===== config.mk =====
export PLATFORM = sky130hd
export DESIGN_NAME = afbb_cfg_regs
export DESIGN_NICKNAME = d
export VERILOG_FILES = /design/src/sv/afbb_pkg.sv /design/src/sv/afbb_cfg_regs.sv
export SDC_FILE = /design/constraint.sdc
export NUM_CORES = 1
export LEC_CHECK = 0
export BUFFER_PORTS_ARGS = -buffer_cell sky130_fd_sc_hd__buf_2
export CORE_MARGIN = 4
export CORE_UTILIZATION = 50
export DETAILED_ROUTE_END_ITERATION = 8
export PLACE_DENSITY = 0.83
export SYNTH_ARGS = -nofsm -noshare
export SYNTH_HDL_FRONTEND = slang
export SYNTH_SLANG_ARGS = --single-unit

===== constraint.sdc =====
create_clock -name clk -period 3.32 [get_ports clk]
set_input_delay 0.498 -clock clk [delete_from_list [all_inputs] [get_ports clk]]
set_output_delay 0.498 -clock clk [all_outputs]
set_load 0.01 [all_outputs]

===== src/sv/afbb_pkg.sv =====
`default_nettype none
// ----------------------------------------------------------------------------
// afbb_pkg: shared types, widths and helpers for the affine bounding box
// Q16.16 widths, register indexes, pipeline bundles and the round and
// saturate helpers.
// ----------------------------------------------------------------------------
package afbb_pkg;

    localparam int FRAC_BITS = 16;
    localparam int HALF_UNIT = 32768;

    localparam int CFG_W     = 32;                 // Q16.16 coefficient
    localparam int CFG_IDX_W = 3;
    localparam int LEFT_W    = 16;                 // rect_left / rect_top
    localparam int SIZE_W    = 15;                 // rect_width / rect_height
    localparam int COORD_W   = LEFT_W + 1;         // edge plus size
    localparam int PROD_W    = CFG_W + COORD_W;    // coefficient times coordinate
    localparam int CORNER_W  = PROD_W + 2;         // two products plus offset
    localparam int INT_W     = CORNER_W - FRAC_BITS;
    localparam int BOX_W     = INT_W + 1;
    localparam int OUT_POS_W = 32;                 // box_left / box_top
    localparam int OUT_SIZE_W = 31;                // box_width / box_height

    typedef enum logic [CFG_IDX_W-1:0] {
        REG_SCALE_XX = 3'd0,
        REG_SHEAR_XY = 3'd1,
        REG_SHEAR_YX = 3'd2,
        REG_SCALE_YY = 3'd3,
        REG_OFFSET_X = 3'd4,
        REG_OFFSET_Y = 3'd5
    } cfg_idx_t;

    typedef struct packed {
        logic signed [CFG_W-1:0] scale_xx;
        logic signed [CFG_W-1:0] shear_xy;
        logic signed [CFG_W-1:0] shear_yx;
        logic signed [CFG_W-1:0] scale_yy;
        logic signed [CFG_W-1:0] offset_x;
        logic signed [CFG_W-1:0] offset_y;
        logic                    axis;     // both shear terms zero
    } cfg_t;

    typedef struct packed {
        logic                       axis;
        logic signed [CORNER_W-1:0] cx0;
        logic signed [CORNER_W-1:0] cx1;
        logic signed [CORNER_W-1:0] cx2;
        logic signed [CORNER_W-1:0] cx3;
        logic signed [CORNER_W-1:0] cy0;
        logic signed [CORNER_W-1:0] cy1;
        logic signed [CORNER_W-1:0] cy2;
        logic signed [CORNER_W-1:0] cy3;
    } corner_t;

    // Nearest, ties away from zero: bias by half, or half minus one below zero.
    function automatic logic signed [INT_W-1:0] round_q(
        input logic signed [CORNER_W-1:0] v
    );
        logic [CORNER_W-1:0] s;
        s = v + (v[CORNER_W-1] ? CORNER_W'(HALF_UNIT - 1) : CORNER_W'(HALF_UNIT));
        return s[CORNER_W-1:FRAC_BITS];
    endfunction

    function automatic logic [OUT_POS_W-1:0] sat_s32(
        input logic signed [BOX_W-1:0] v
    );
        logic in_range;
        in_range = (&v[BOX_W-1:OUT_POS_W-1]) | ~(|v[BOX_W-1:OUT_POS_W-1]);
        if (in_range)
            return v[OUT_POS_W-1:0];
        else if (v[BOX_W-1])
            return {1'b1, {(OUT_POS_W-1){1'b0}}};
        else
            return {1'b0, {(OUT_POS_W-1){1'b1}}};
    endfunction

    function automatic logic [OUT_SIZE_W-1:0] sat_u31(
        input logic signed [BOX_W-1:0] v
    );
        if (v[BOX_W-1])
            return '0;
        else if (|v[BOX_W-2:OUT_SIZE_W])
            return {OUT_SIZE_W{1'b1}};
        else
            return v[OUT_SIZE_W-1:0];
    endfunction

endpackage
`default_nettype wire


===== src/sv/afbb_cfg_regs.sv =====
`default_nettype none
// ----------------------------------------------------------------------------
// afbb_cfg_regs: affine coefficient register file
// Six Q16.16 registers written by index; flags the shear-free case.
// ----------------------------------------------------------------------------
module afbb_cfg_regs
    import afbb_pkg::*;
(
    input  wire logic                 clk,
    input  wire logic                 rst_n,
    input  wire logic                 cfg_we,
    input  wire logic [CFG_IDX_W-1:0] cfg_index,
    input  wire logic [CFG_W-1:0]     cfg_data,
    output cfg_t                      cfg
);

    logic signed [CFG_W-1:0] scale_xx_reg, shear_xy_reg, shear_yx_reg;
    logic signed [CFG_W-1:0] scale_yy_reg, offset_x_reg, offset_y_reg;

    always_ff @(posedge clk or negedge rst_n)
    begin
        if (!rst_n)
        begin
            scale_xx_reg <= CFG_W'(1 << FRAC_BITS);
            shear_xy_reg <= '0;
            shear_yx_reg <= '0;
            scale_yy_reg <= CFG_W'(1 << FRAC_BITS);
            offset_x_reg <= '0;
            offset_y_reg <= '0;
        end
        else if (cfg_we)
        begin
            unique case (cfg_index)
                REG_SCALE_XX: scale_xx_reg <= cfg_data;
                REG_SHEAR_XY: shear_xy_reg <= cfg_data;
                REG_SHEAR_YX: shear_yx_reg <= cfg_data;
                REG_SCALE_YY: scale_yy_reg <= cfg_data;
                REG_OFFSET_X: offset_x_reg <= cfg_data;
                REG_OFFSET_Y: offset_y_reg <= cfg_data;
                default: ;  // drop writes past the last register
            endcase
        end
    end

    always_comb
    begin
        cfg.scale_xx = scale_xx_reg;
        cfg.shear_xy = shear_xy_reg;
        cfg.shear_yx = shear_yx_reg;
        cfg.scale_yy = scale_yy_reg;
        cfg.offset_x = offset_x_reg;
        cfg.offset_y = offset_y_reg;
        cfg.axis     = (shear_xy_reg == '0) && (shear_yx_reg == '0);
    end

endmodule
`default_nettype wire


; After elaboration in Yosys (flattened, before gate mapping)
; Index checks and enable logic that the tools add are counted.
[totals]
out_inout_bits = 193
in_bits = 38
register_bits = 192
[op_classes]
reduce_logical = 10
eq_ne = 5
[op_table]
columns = cell, n
row1 = zero test 32 bit, 2
row2 = AND reduction 2 bit, 6
row3 = equality test 3 x 2 -> 1 bit (second input constant), 2
row4 = equality test 3 bit (second input constant), 2
row5 = equality test 3 x 1 -> 1 bit (second input constant), 1
row6 = zero test 3 bit, 1
row7 = logical AND 1 bit, 1

; Depth between registers and ports, before layout
[depth]
ltp_word = 2
ltp_mapped = 5

; Worst setup path after synthesis
; No wires, ideal clock.
[synth_path]
path_kind = reg2out
from = reg shear_yx_reg[2]
to = out cfg[0] in the netlist's numbering
n_path_buf = 0
arrival_time_ps = 1244
path_slack_ps = 1578
stages_incl_launch_ff = 4
cell_sequence = dfrtp_1 nor4_1 nand4_1 nor4_1
[synth_lines]
columns = item, line_no
row1 = start: declaration, afbb_cfg_regs.sv:17  ; logic signed [CFG_W-1:0] scale_xx_reg, shear_xy_reg, shear_yx_reg;
row2 = start signal: assignment, afbb_cfg_regs.sv:36  ; REG_SHEAR_YX: shear_yx_reg <= cfg_data;
row3 = end: declaration, afbb_cfg_regs.sv:14  ; output cfg_t cfg

==> impl_metrics.py <==
metrics = {
    "placed_design": {
        "io_buffers": 230,
        "place_congestion": 0.7942,
        "dp_cells": 834,
        "dp_hpwl_um": 12960,
    },
    "sta": {
        "fmax_mhz": 400.3,
        "setup_viol": 0,
        "fin_crit_sh_pct": 75.24,
        "worst_pin_slew_ps": 681.2,
        "final.min_clock_period_ps": 2498,
        "fin_worst_skew_ps": 0,
        "grt_setup_unrepaired": "no",
        "whs_ps": 90.65,
        "finalHoldViolCount": 0,
        "finalMaxSlewViolations": 0,
        "tns_ps": 0,
        "relSlewSlack_pct": 54.59,
    },
    "floorplanning": {
        "boundaryPins": 231,
        "initial_core_util_pct": 51.36,
        "die_y_um": 130.4,
        "rows": 44,
        "die_width_um": 130.4,
        "die_area_um2": 17010,
        "core-area_um2": 14590,
    },
    "logic_synthesis": {
        "synthFlopType": "dfrtp_1",
        "syn_inst": 433,
        "synthesis.area_um2": 7493,
        "synth_nets": 471,
        "yosys_register_bits": 192,
        "synthXorXnorAreaFrac_pct": 0,
        "ys_seq_area_share_pct": 64.15,
        "yosysWarnings": 0,
        "synth-edff-count": 0,
        "synthSimpleGateAreaFrac_pct": 2.755,
        "synth_compound_area_share_pct": 0,
        "synth.area.mux_share_pct": 30.36,
        "synth_fa_ha_area_share_pct": 0,
        "ys_types": 16,
        "async_flop_share_pct": 100.0,
        "syn_avg_cell_area_um2": 17.31,
        "synth_top_family_by_area": "multiplexers",
    },
    "cells_and_area": {
        "final_nets": 707,
        "synthToLayoutAreaGrowth_pct": 24.28,
        "drive_gt1_share_pct": 67.60,
        "antennaDiodeCount": 0,
        "layout_commonest_cell": "buf_2",
        "fill_cells": 1075,
        "layout_common_cells": "buf_2 (229), dfrtp_1 (190), mux2_2 (158), mux2_4 (30)",
        "final_cell_count_no_fill": 866,
        "final_util_pct": 63.83,
    },
    "clocking": {
        "cts_buffers": 17,
        "htreeDepth": 4,
        "clockBufferDepth": 2,
        "root_buffer": "clkbuf_16",
        "cts.sink_count": 192,
        "postCtsHoldBufs": 0,
        "post_cts_buffers": 0,
        "clk_latency_ps": 420,
        "clkTransAtPathRegs_ps": 60,
        "ctsResizeCount": 0,
        "cts_tree": "built",
    },
    "drt": {
        "wl_um": 18300,
        "ant_nets": 0,
        "via_count": 4668,
        "dr.pass1.iters": 4,
        "drtIter0Drc": 211,
        "wl_per_cell_um": 21.13,
        "drc": 0,
        "post_drt_via_cell_ratio": 5.390,
    },
    "critical_path": {
        "r2r_slack_ps": 2490,
        "cpLargestDelayFamily": "simple AND/OR/NAND/NOR gates",
        "cpMaxStageDelayCell": "nor4_1",
        "r2r_cells": 1,
        "critPathMaxFanout": 3,
        "crit_top_cell": "nor4_1",
        "crit_chain": "nor4_1 -> nand4_1 -> nor4_1 -> buf_2",
        "crit_cells": 4,
        "cp_slowest_stage_delay_ps": 490,
        "crit_required_ps": 2820,
        "worst_setup_path_end_kind": "output port",
        "cp_num_buf_inv": 1,
        "cp-start-kind": "flip-flop",
        "crit_arrival_ps": 2000,
        "criticalPathCategory": "reg -> out",
    },
    "global_routing": {
        "grt_usage_pct": 21.87,
        "grt_overflow": 0,
        "grt_pass1_vias": 4879,
        "grt_start_max_net_pins": 86,
        "grt_pass1_wl_um": 27910,
        "antenna_found_initial": 0,
    },
    "power_and_ir_drop": {
        "power_w": 0.006603,
        "p_leak_nw": 4.455,
        "worst_ir_drop_vdd_mv": 0.3470,
        "power.density_nw_per_um2": 709.0,
    },
    "status": {
        "status": "finished, final reports clean",
    },
    "flow_run": {
        "maxCapViolations": 0,
    },
    "hold_path": {
        "hold_class": "in -> async",
    },
}
cell type report:
| class | count | area (µm²) | share of cell area (%) |
|---|---|---|---|
| Clock buffer | 20 | 436.7 | 4.689 |
| Multi-Input combinational cell | 220 | 2517 | 27.03 |
| Timing Repair Buffer | 238 | 1232 | 13.23 |
| Tap cell | 184 | 230.2 | 2.472 |
| Clock inverter | 12 | 88.84 | 0.9539 |
| Sequential cell | 192 | 4807 | 51.62 |
cell families (layout without fill, tap and decap cells):
logic type | Yosys count | in the layout
AND/OR/NAND/NOR | 28 | 28
flip-flops | 192 | 192
multiplexers | 192 | 192
buffers and inverters | 21 | 270
metrics by stage:
stage / setup WS [ps] / instance area, µm²
after floorplan: 1578 / 7493
after global placement: 1193 / 8787
after detailed placement: 1227 / 8787
after CTS: 754.9 / 9313
after global routing: 749.1 / 9313
final: 822.0 / 9313
path summary, 6_finish.rpt:
check | from | endpoint
max in group asynchronous | rst_n | offset_x_reg[8]$_DFFE_PN0P_
worst min register to register | offset_x_reg[5]$_DFFE_PN0P_ | offset_x_reg[5]$_DFFE_PN0P_
worst max-delay path | shear_xy_reg[30]$_DFFE_PN0P_ | cfg[0]
worst max register to register | shear_yx_reg[6]$_DFFE_PN0P_ | shear_yx_reg[6]$_DFFE_PN0P_
worst min-delay path | rst_n | scale_yy_reg[2]$_DFFE_PN0P_
min in group clk | cfg_data[4] | offset_x_reg[4]$_DFFE_PN0P_
where the power goes:
part           internal, W  total [W]  switching [W]  leakage, nW
Combinational     0.000808    0.00157       0.000761         1.92
Sequential         0.00286    0.00320       0.000340         2.30
Clock             0.000960    0.00183       0.000874        0.235
Yosys cell counts, types with 2 or more instances:
master      n  area share (%)
buf_12      3            0.80
buf_2       5            0.33
buf_4       7            0.70
buf_6       6            0.90
dfrtp_1   190              63
dfstp_2     2            0.70
mux2_1      4            0.60
mux2_2    158              24
mux2_4     30             6.0
nand4_1     4            0.33
nand4b_1    2            0.23
nor4_1     17             1.4
nor4bb_1    2            0.27
metal layers:
metal  up-vias  GRT usage (%)  wire, µm
li1       2053              -         -
met1      2436          28.31      7431
met2       148          36.03      9390
met3        31          4.797      1013
met4         0          9.195       461
met5         -              0         0
Note: power is estimated with default switching activity, not from simulation.
