**config.mk**
```make
export PLATFORM = sky130hd
export DESIGN_NAME = afbb_extent
export DESIGN_NICKNAME = d
export VERILOG_FILES = /design/src/sv/afbb_pkg.sv /design/src/sv/afbb_extent.sv
export SDC_FILE = /design/constraint.sdc
export NUM_CORES = 2
export LEC_CHECK = 0
export ABC_AREA = 1
export BUFFER_PORTS_ARGS = -buffer_cell sky130_fd_sc_hd__buf_2
export CAP_MARGIN = 20
export CORE_AREA = 2 2 432 434
export CTS_CLUSTER_DIAMETER = 100
export CTS_CLUSTER_SIZE = 30
export DETAILED_ROUTE_END_ITERATION = 8
export DIE_AREA = 0 0 434 436
export HOLD_SLACK_MARGIN = 0.03
export PLACE_DENSITY_LB_ADDON = 0.3
export SYNTH_ARGS = -nofsm -noshare
export SYNTH_HDL_FRONTEND = slang
export SYNTH_SLANG_ARGS = --single-unit
export TNS_END_PERCENT = 50
```
**constraint.sdc**
```tcl
create_clock -name clk -period 7.17 [get_ports clk]
set_input_delay 1.0755 -clock clk [delete_from_list [all_inputs] [get_ports clk]]
set_output_delay 1.0755 -clock clk [all_outputs]
set_load 0.005 [all_outputs]
```
**src/sv/afbb_pkg.sv**
```systemverilog
`default_nettype none
// ----------------------------------------------------------------------------
// afbb_pkg: shared types, widths and helpers for the affine bounding box
// Q16.16 widths, register indexes, pipeline bundles and the round and
// saturate helpers.
// ----------------------------------------------------------------------------
package afbb_pkg;

    localparam int FRAC_BITS = 16;
    localparam int HALF_UNIT = 32768;

    localparam int CFG_W     = 32;                 // Q16.16 coefficient
    localparam int CFG_IDX_W = 3;
    localparam int LEFT_W    = 16;                 // rect_left / rect_top
    localparam int SIZE_W    = 15;                 // rect_width / rect_height
    localparam int COORD_W   = LEFT_W + 1;         // edge plus size
    localparam int PROD_W    = CFG_W + COORD_W;    // coefficient times coordinate
    localparam int CORNER_W  = PROD_W + 2;         // two products plus offset
    localparam int INT_W     = CORNER_W - FRAC_BITS;
    localparam int BOX_W     = INT_W + 1;
    localparam int OUT_POS_W = 32;                 // box_left / box_top
    localparam int OUT_SIZE_W = 31;                // box_width / box_height

    typedef enum logic [CFG_IDX_W-1:0] {
        REG_SCALE_XX = 3'd0,
        REG_SHEAR_XY = 3'd1,
        REG_SHEAR_YX = 3'd2,
        REG_SCALE_YY = 3'd3,
        REG_OFFSET_X = 3'd4,
        REG_OFFSET_Y = 3'd5
    } cfg_idx_t;

    typedef struct packed {
        logic signed [CFG_W-1:0] scale_xx;
        logic signed [CFG_W-1:0] shear_xy;
        logic signed [CFG_W-1:0] shear_yx;
        logic signed [CFG_W-1:0] scale_yy;
        logic signed [CFG_W-1:0] offset_x;
        logic signed [CFG_W-1:0] offset_y;
        logic                    axis;     // both shear terms zero
    } cfg_t;

    typedef struct packed {
        logic                       axis;
        logic signed [CORNER_W-1:0] cx0;
        logic signed [CORNER_W-1:0] cx1;
        logic signed [CORNER_W-1:0] cx2;
        logic signed [CORNER_W-1:0] cx3;
        logic signed [CORNER_W-1:0] cy0;
        logic signed [CORNER_W-1:0] cy1;
        logic signed [CORNER_W-1:0] cy2;
        logic signed [CORNER_W-1:0] cy3;
    } corner_t;

    // Nearest, ties away from zero: bias by half, or half minus one below zero.
    function automatic logic signed [INT_W-1:0] round_q(
        input logic signed [CORNER_W-1:0] v
    );
        logic [CORNER_W-1:0] s;
        s = v + (v[CORNER_W-1] ? CORNER_W'(HALF_UNIT - 1) : CORNER_W'(HALF_UNIT));
        return s[CORNER_W-1:FRAC_BITS];
    endfunction

    function automatic logic [OUT_POS_W-1:0] sat_s32(
        input logic signed [BOX_W-1:0] v
    );
        logic in_range;
        in_range = (&v[BOX_W-1:OUT_POS_W-1]) | ~(|v[BOX_W-1:OUT_POS_W-1]);
        if (in_range)
            return v[OUT_POS_W-1:0];
        else if (v[BOX_W-1])
            return {1'b1, {(OUT_POS_W-1){1'b0}}};
        else
            return {1'b0, {(OUT_POS_W-1){1'b1}}};
    endfunction

    function automatic logic [OUT_SIZE_W-1:0] sat_u31(
        input logic signed [BOX_W-1:0] v
    );
        if (v[BOX_W-1])
            return '0;
        else if (|v[BOX_W-2:OUT_SIZE_W])
            return {OUT_SIZE_W{1'b1}};
        else
            return v[OUT_SIZE_W-1:0];
    endfunction

endpackage
`default_nettype wire

```
**src/sv/afbb_extent.sv**
```systemverilog
`default_nettype none
// ----------------------------------------------------------------------------
// afbb_extent: extent, rounding and saturation pipeline
// Five stages: pair min/max, final min/max, round, size, saturate.
// ----------------------------------------------------------------------------
module afbb_extent
    import afbb_pkg::*;
(
    input  wire logic             clk,
    input  wire logic             rst_n,
    input  wire logic             in_valid,
    input  wire corner_t          corner,
    output logic                  done,
    output logic [OUT_POS_W-1:0]  box_left,
    output logic [OUT_POS_W-1:0]  box_top,
    output logic [OUT_SIZE_W-1:0] box_width,
    output logic [OUT_SIZE_W-1:0] box_height
);

    // stage 1: pairwise extremes, plus origin and size for the shear-free path
    logic v1_reg, v1_next, axis1_reg, axis1_next;
    logic signed [CORNER_W-1:0] mnx01_reg, mxx01_reg, mnx23_reg, mxx23_reg;
    logic signed [CORNER_W-1:0] mny01_reg, mxy01_reg, mny23_reg, mxy23_reg;
    logic signed [CORNER_W-1:0] orx_reg, ory_reg, szx_reg, szy_reg;
    logic signed [CORNER_W-1:0] mnx01_next, mxx01_next, mnx23_next, mxx23_next;
    logic signed [CORNER_W-1:0] mny01_next, mxy01_next, mny23_next, mxy23_next;
    logic signed [CORNER_W-1:0] orx_next, ory_next, szx_next, szy_next;

    // stage 2: lo/hi per axis (min/max, or origin/size)
    logic v2_reg, v2_next, axis2_reg, axis2_next;
    logic signed [CORNER_W-1:0] lox_reg, hix_reg, loy_reg, hiy_reg;
    logic signed [CORNER_W-1:0] lox_next, hix_next, loy_next, hiy_next;
    logic signed [CORNER_W-1:0] mnx, mxx, mny, mxy;

    // stage 3: rounded
    logic v3_reg, v3_next, axis3_reg, axis3_next;
    logic signed [INT_W-1:0] rlox_reg, rhix_reg, rloy_reg, rhiy_reg;
    logic signed [INT_W-1:0] rlox_next, rhix_next, rloy_next, rhiy_next;

    // stage 4: origin and size
    logic v4_reg, v4_next;
    logic signed [BOX_W-1:0] bx_reg, by_reg, bw_reg, bh_reg;
    logic signed [BOX_W-1:0] bx_next, by_next, bw_next, bh_next;

    // stage 5: saturated outputs
    logic                  v5_reg, v5_next;
    logic [OUT_POS_W-1:0]  left_reg, top_reg, left_next, top_next;
    logic [OUT_SIZE_W-1:0] wid_reg, hgt_reg, wid_next, hgt_next;

    always_comb
    begin
        v1_next    = in_valid;
        axis1_next = corner.axis;
        mnx01_next = (corner.cx1 < corner.cx0) ? corner.cx1 : corner.cx0;
        mxx01_next = (corner.cx1 > corner.cx0) ? corner.cx1 : corner.cx0;
        mnx23_next = (corner.cx3 < corner.cx2) ? corner.cx3 : corner.cx2;
        mxx23_next = (corner.cx3 > corner.cx2) ? corner.cx3 : corner.cx2;
        mny01_next = (corner.cy1 < corner.cy0) ? corner.cy1 : corner.cy0;
        mxy01_next = (corner.cy1 > corner.cy0) ? corner.cy1 : corner.cy0;
        mny23_next = (corner.cy3 < corner.cy2) ? corner.cy3 : corner.cy2;
        mxy23_next = (corner.cy3 > corner.cy2) ? corner.cy3 : corner.cy2;
        // without shear, cx0 is the scaled left plus offset and cx1 - cx0 the
        // scaled width; likewise for y with cy3
        orx_next   = corner.cx0;
        ory_next   = corner.cy0;
        szx_next   = corner.cx1 - corner.cx0;
        szy_next   = corner.cy3 - corner.cy0;
    end

    always_comb
    begin
        mnx        = (mnx23_reg < mnx01_reg) ? mnx23_reg : mnx01_reg;
        mxx        = (mxx23_reg > mxx01_reg) ? mxx23_reg : mxx01_reg;
        mny        = (mny23_reg < mny01_reg) ? mny23_reg : mny01_reg;
        mxy        = (mxy23_reg > mxy01_reg) ? mxy23_reg : mxy01_reg;
        v2_next    = v1_reg;
        axis2_next = axis1_reg;
        lox_next   = axis1_reg ? orx_reg : mnx;
        hix_next   = axis1_reg ? szx_reg : mxx;
        loy_next   = axis1_reg ? ory_reg : mny;
        hiy_next   = axis1_reg ? szy_reg : mxy;
    end

    always_comb
    begin
        v3_next    = v2_reg;
        axis3_next = axis2_reg;
        rlox_next  = round_q(lox_reg);
        rhix_next  = round_q(hix_reg);
        rloy_next  = round_q(loy_reg);
        rhiy_next  = round_q(hiy_reg);
    end

    // Shear-free: a negative size flips and moves the origin back by it.
    always_comb
    begin
        v4_next = v3_reg;
        if (axis3_reg)
        begin
            bx_next = rhix_reg[INT_W-1] ? BOX_W'(rlox_reg) + BOX_W'(rhix_reg)
                                        : BOX_W'(rlox_reg);
            bw_next = rhix_reg[INT_W-1] ? -BOX_W'(rhix_reg) : BOX_W'(rhix_reg);
            by_next = rhiy_reg[INT_W-1] ? BOX_W'(rloy_reg) + BOX_W'(rhiy_reg)
                                        : BOX_W'(rloy_reg);
            bh_next = rhiy_reg[INT_W-1] ? -BOX_W'(rhiy_reg) : BOX_W'(rhiy_reg);
        end
        else
        begin
            bx_next = BOX_W'(rlox_reg);
            bw_next = BOX_W'(rhix_reg) - BOX_W'(rlox_reg);
            by_next = BOX_W'(rloy_reg);
            bh_next = BOX_W'(rhiy_reg) - BOX_W'(rloy_reg);
        end
    end

    always_comb
    begin
        v5_next   = v4_reg;
        left_next = sat_s32(bx_reg);
        top_next  = sat_s32(by_reg);
        wid_next  = sat_u31(bw_reg);
        hgt_next  = sat_u31(bh_reg);
    end

    always_ff @(posedge clk or negedge rst_n)
    begin
        if (!rst_n)
        begin
            v1_reg <= 1'b0;
            v2_reg <= 1'b0;
            v3_reg <= 1'b0;
            v4_reg <= 1'b0;
            v5_reg <= 1'b0;
        end
        else
        begin
            v1_reg <= v1_next;
            v2_reg <= v2_next;
            v3_reg <= v3_next;
            v4_reg <= v4_next;
            v5_reg <= v5_next;
        end
    end

    always_ff @(posedge clk)
    begin
        axis1_reg <= axis1_next;
        mnx01_reg <= mnx01_next;
        mxx01_reg <= mxx01_next;
        mnx23_reg <= mnx23_next;
        mxx23_reg <= mxx23_next;
        mny01_reg <= mny01_next;
        mxy01_reg <= mxy01_next;
        mny23_reg <= mny23_next;
        mxy23_reg <= mxy23_next;
        orx_reg   <= orx_next;
        ory_reg   <= ory_next;
        szx_reg   <= szx_next;
        szy_reg   <= szy_next;
        axis2_reg <= axis2_next;
        lox_reg   <= lox_next;
        hix_reg   <= hix_next;
        loy_reg   <= loy_next;
        hiy_reg   <= hiy_next;
        axis3_reg <= axis3_next;
        rlox_reg  <= rlox_next;
        rhix_reg  <= rhix_next;
        rloy_reg  <= rloy_next;
        rhiy_reg  <= rhiy_next;
        bx_reg    <= bx_next;
        by_reg    <= by_next;
        bw_reg    <= bw_next;
        bh_reg    <= bh_next;
        left_reg  <= left_next;
        top_reg   <= top_next;
        wid_reg   <= wid_next;
        hgt_reg   <= hgt_next;
    end

    assign done       = v5_reg;
    assign box_left   = left_reg;
    assign box_top    = top_reg;
    assign box_width  = wid_reg;
    assign box_height = hgt_reg;

endmodule
`default_nettype wire

```
# Yosys cells after proc, flatten, opt, wreduce, memory -nomap -nowiden
# Cells that the tools add are included.
# word_totals
register_bits,1234
elab_cells,104
# op_classes
addsub,12
n_lt_le_gt_ge,12
mux,34
bitwise_logic,4
n_reduce_logical,6
# ops
op,n
51-bit 2-to-1 mux,16
51-bit > comparator,6
51-bit less-than comparator,6
36-bit 2-to-1 mux,8
51-bit by 17-bit adder with 51-bit output,4
32-bit 2-to-1 mux,4
51-bit subtractor,2
35-bit by 35-bit adder with 36-bit output,2
35-bit negator with 36-bit output,2
35-bit by 35-bit subtractor with 36-bit output,2
16-bit 2-to-1 mux,4
31-bit 2-to-1 mux,2
5-bit AND reduction,2
5-bit OR reduction,2
4-bit OR reduction,2
1-bit inverter,2
1-bit OR,2

# Logic depth before layout (Yosys ltp)
# logic_depth
depth_word,4
depth_mapped,18

# Worst setup path after synthesis
# No wires, ideal clock.
# synth_path
path_type,input port to flip-flop
from,input corner[306] (netlist name)
to,register szx_reg[38]
setup_time_ns,0.112
arrival_ns,2.850
required_time_ns,7.058
setup_slack_ns,4.208
cell_stages,11
n_path_buf,0
cell_sequence,inv_1 ha_1 fa_1 o21ai_2 a21boi_0 o21ai_2 a21oi_1 o21bai_1 nand2_1 nand3_1 nand2_1
# synth_via
elab_chain_cells,1
# synth_lines
item,line,text
from (decl),afbb_extent.sv:12,"input wire corner_t corner,"
51-bit subtractor,afbb_extent.sv:66,szx_next = corner.cx1 - corner.cx0;
via szx_next[38],afbb_extent.sv:27,"logic signed [CORNER_W-1:0] orx_next, ory_next, szx_next, szy_next;"
to (signal assigned),afbb_extent.sv:158,szx_reg <= szx_next;
to (decl),afbb_extent.sv:24,"logic signed [CORNER_W-1:0] orx_reg, ory_reg, szx_reg, szy_reg;"
# The timed path passes the listed nets, and every way through them passes these cells.
# A chain may end at the register's enable or synchronous reset.

# Final worst setup path
# layout_path
from,register mny01_reg[10]
to,register loy_reg[35]
# layout_via
elab_chain_cells,3
# layout_lines
item,line,text
from (decl),afbb_extent.sv:23,"logic signed [CORNER_W-1:0] mny01_reg, mxy01_reg, mny23_reg, mxy23_reg;"
from (signal assigned),afbb_extent.sv:152,mny01_reg <= mny01_next;
51-bit less-than comparator,afbb_extent.sv:74,mny = (mny23_reg < mny01_reg) ? mny23_reg : mny01_reg;
51-bit 2-to-1 mux,afbb_extent.sv:74,
51-bit 2-to-1 mux,afbb_extent.sv:80,loy_next = axis1_reg ? ory_reg : mny;
via loy_next[35],afbb_extent.sv:32,"logic signed [CORNER_W-1:0] lox_next, hix_next, loy_next, hiy_next;"
to (signal assigned),afbb_extent.sv:163,loy_reg <= loy_next;
to (decl),afbb_extent.sv:31,"logic signed [CORNER_W-1:0] lox_reg, hix_reg, loy_reg, hiy_reg;"
# The timed path passes the listed nets, and every way through them passes these cells.

==> metrics.txt <==
cell count of the worst reg-to-reg path=14; critical setup path kind=flip-flop to flip-flop; Post-Syn Area=73300 µm²; first-pass GRT wire length=467 mm; Post-CTS Resized=0; synth warn=0; RSZ-0062 raised after global routing=false; vias in the first global route=69500; most common cell after layout, fill and taps aside=nand2_1; CTS Buf Count=56; Final HPWL DP=270 mm; Post-synth top flop=dfxtp_1; CTS tree=built; pre-CTS worst setup slack=2.45 ns; Worst setup EP type=flip-flop; max capacitance violation total=0; PnR worst setup slack=2.62 ns; status=finished, final reports clean; syn nets=12000; Slew HR=11.1%; Initial Utilization=39.7%; Root Buffer=clkbuf_16; Post-synth ARST share=0.405%; cells after synthesis=10900; Max clock buf depth=3; Worst Tran Pin Value=1.32 ns; core footprint=185000 µm²; Core Util, Final=43.4%; Final ANT Viol Nets=0; Critical path origin=mny01_reg[10]; Detailed Routing Iterations Pass 1=7; GRT Total Usage=33.2%; Power Dens Cells=366 nW/µm²; Hold Vio Cnt, Final=0; setup TNS=0 ns; Remaining Overflow, GRT=0; sequential cell area fraction in the yosys report=33.7%; Tmin final=4.55 ns; Placer Congestion=1.06; CP startpoint kind=flip-flop; #FFs+latches synth=1234; drt wl/cell=23.7 µm; register area=24700 µm²; worst-path fanout max=52; WP data required=7.83 ns; area grow syn2layout=9.18%; cts hold-fix bufs=0; Final Skew=0.0469 ns; # IOs=539; initial antenna violation count=83; multi-input logic area=41300 µm²; clk sinks=1234; Area contributors post-synth=dfxtp_1, nand2_1, ha_1; Fillers=19600; H-tree depth=2; FMAX=0.220 GHz; most frequent cells in the layout=nand2_1, inv_1, dfxtp_1; Max Transition Viols Final=0; setup violators final=0; post-CTS setup buffers=0; DIE WIDTH=434 µm; reg2reg start=mny01_reg[10]; share of cells above drive strength 1=6.45%; Hold Slack=0.0923 ns; top cell type by total area after synthesis=dfxtp_1; Die ar.=189000 µm²; Vias=74900; period utilization=63.5%; Cell Rows=158; count of cell types in the netlist=61; DRC marker count from the first detailed-route iteration=8277; Leak=40.8 nW; number of synthesized flops with an enable pin=0; placement-stage cell area=78100 µm²; number of remaining DRC errors=0; Clock transition at path regs=0.11 ns; PortBufs=538; post-synth top area share=33.6%; Critical Path AT=5.22 ns; largest net degree at the start of global routing=104; Nets=12300; design area=80100 µm²; worst hold path class=primary input to asynchronous set/reset pin; DRT Wirelength=326 mm; syn_area_per_cell=6.72 µm²; height of the chip=436 µm; Max VDD drop=0.000261 V; Worst-Skew Late Latency=0.79 ns; vias per cell=5.44
==> report_power, final <==
group	switching (mW)	leakage, nW	internal [mW]
Combinational	10.2	29.5	4.35
Clock	2.54	0.890	1.57
Sequential	1.77	10.4	8.85
Total	14.5	40.8	14.8
==> per-stage QoR <==
stage	cells	total power, mW
after floorplan	10900	19.0
after global placement	13600	24.8
after detailed placement	13600	24.9
after CTS	13700	29.0
after global routing	13800	31.2
final	13800	29.3
==> worst paths after layout <==
kind                               end  slack (ns)
setup / recovery           loy_reg[35]        2.62
hold reg to reg              axis3_reg        0.33
min in group clk             axis3_reg        0.33
hold / removal                  v2_reg        0.09
max in group asynchronous       v3_reg        6.95
setup reg to reg           loy_reg[35]        2.62
==> area by class of cell <==
type,count,share of cell area (%)
clock inverters,24,0.469
inverters,1572,7.38
well taps,2480,3.88
clock buffers,62,1.83
diodes,37,0.116
flip-flops and latches,1234,30.9
multi-input cells,7764,51.5
repair buffers,587,3.89
==> worst max-delay path: stages (launching register included) <==
cell      delay, ns
dfxtp_1        0.33
inv_1          0.05
ha_1           0.30
nand2_1        0.11
nor2_1         0.08
a21boi_0       0.18
o21bai_1       0.29
nand3_1        0.31
nand2_1        0.23
nand3_4        0.61
nand2_1        1.11
buf_4          0.53
nand2_1        0.12
nand3_1        0.09
nand2_1        0.07
==> kinds of logic after synthesis <==
group,count (synthesis),synth area share [%]
buf+inv,1907,10.1
xor+xnor,224,2.68
fa+ha+maj,664,11.4
compound gates,1455,10.8
flops,1234,33.7
mux,1,0.0137
simple gates,5420,31.3
==> Yosys cell counts, types with 23 or more instances <==
cell type / count
o21a_1: 80
o21ai_0: 545
nor2_1: 841
inv_1: 1564
clkbuf_1: 218
a21o_1: 35
o21bai_1: 36
nand2_1: 2968
xnor2_1: 55
nand3b_1: 63
dfxtp_1: 1229
nor4_1: 53
a31oi_1: 42
xor2_1: 169
nor3_1: 157
ha_1: 658
o21ai_1: 26
buf_4: 23
nand4_1: 154
buf_2: 62
nand3_1: 1118
a21oi_1: 622
==> metal layers <==
metal | routed length [µm] | vias to the layer above | GRT usage, %
li1 | - | 35700 | -
met1 | 148000 | 35200 | 48.0
met2 | 139000 | 3496 | 50.0
met3 | 26500 | 525 | 4.49
met4 | 12400 | 20 | 12.1
met5 | 138 | - | 0
Note: power is estimated with default switching activity, not from simulation.
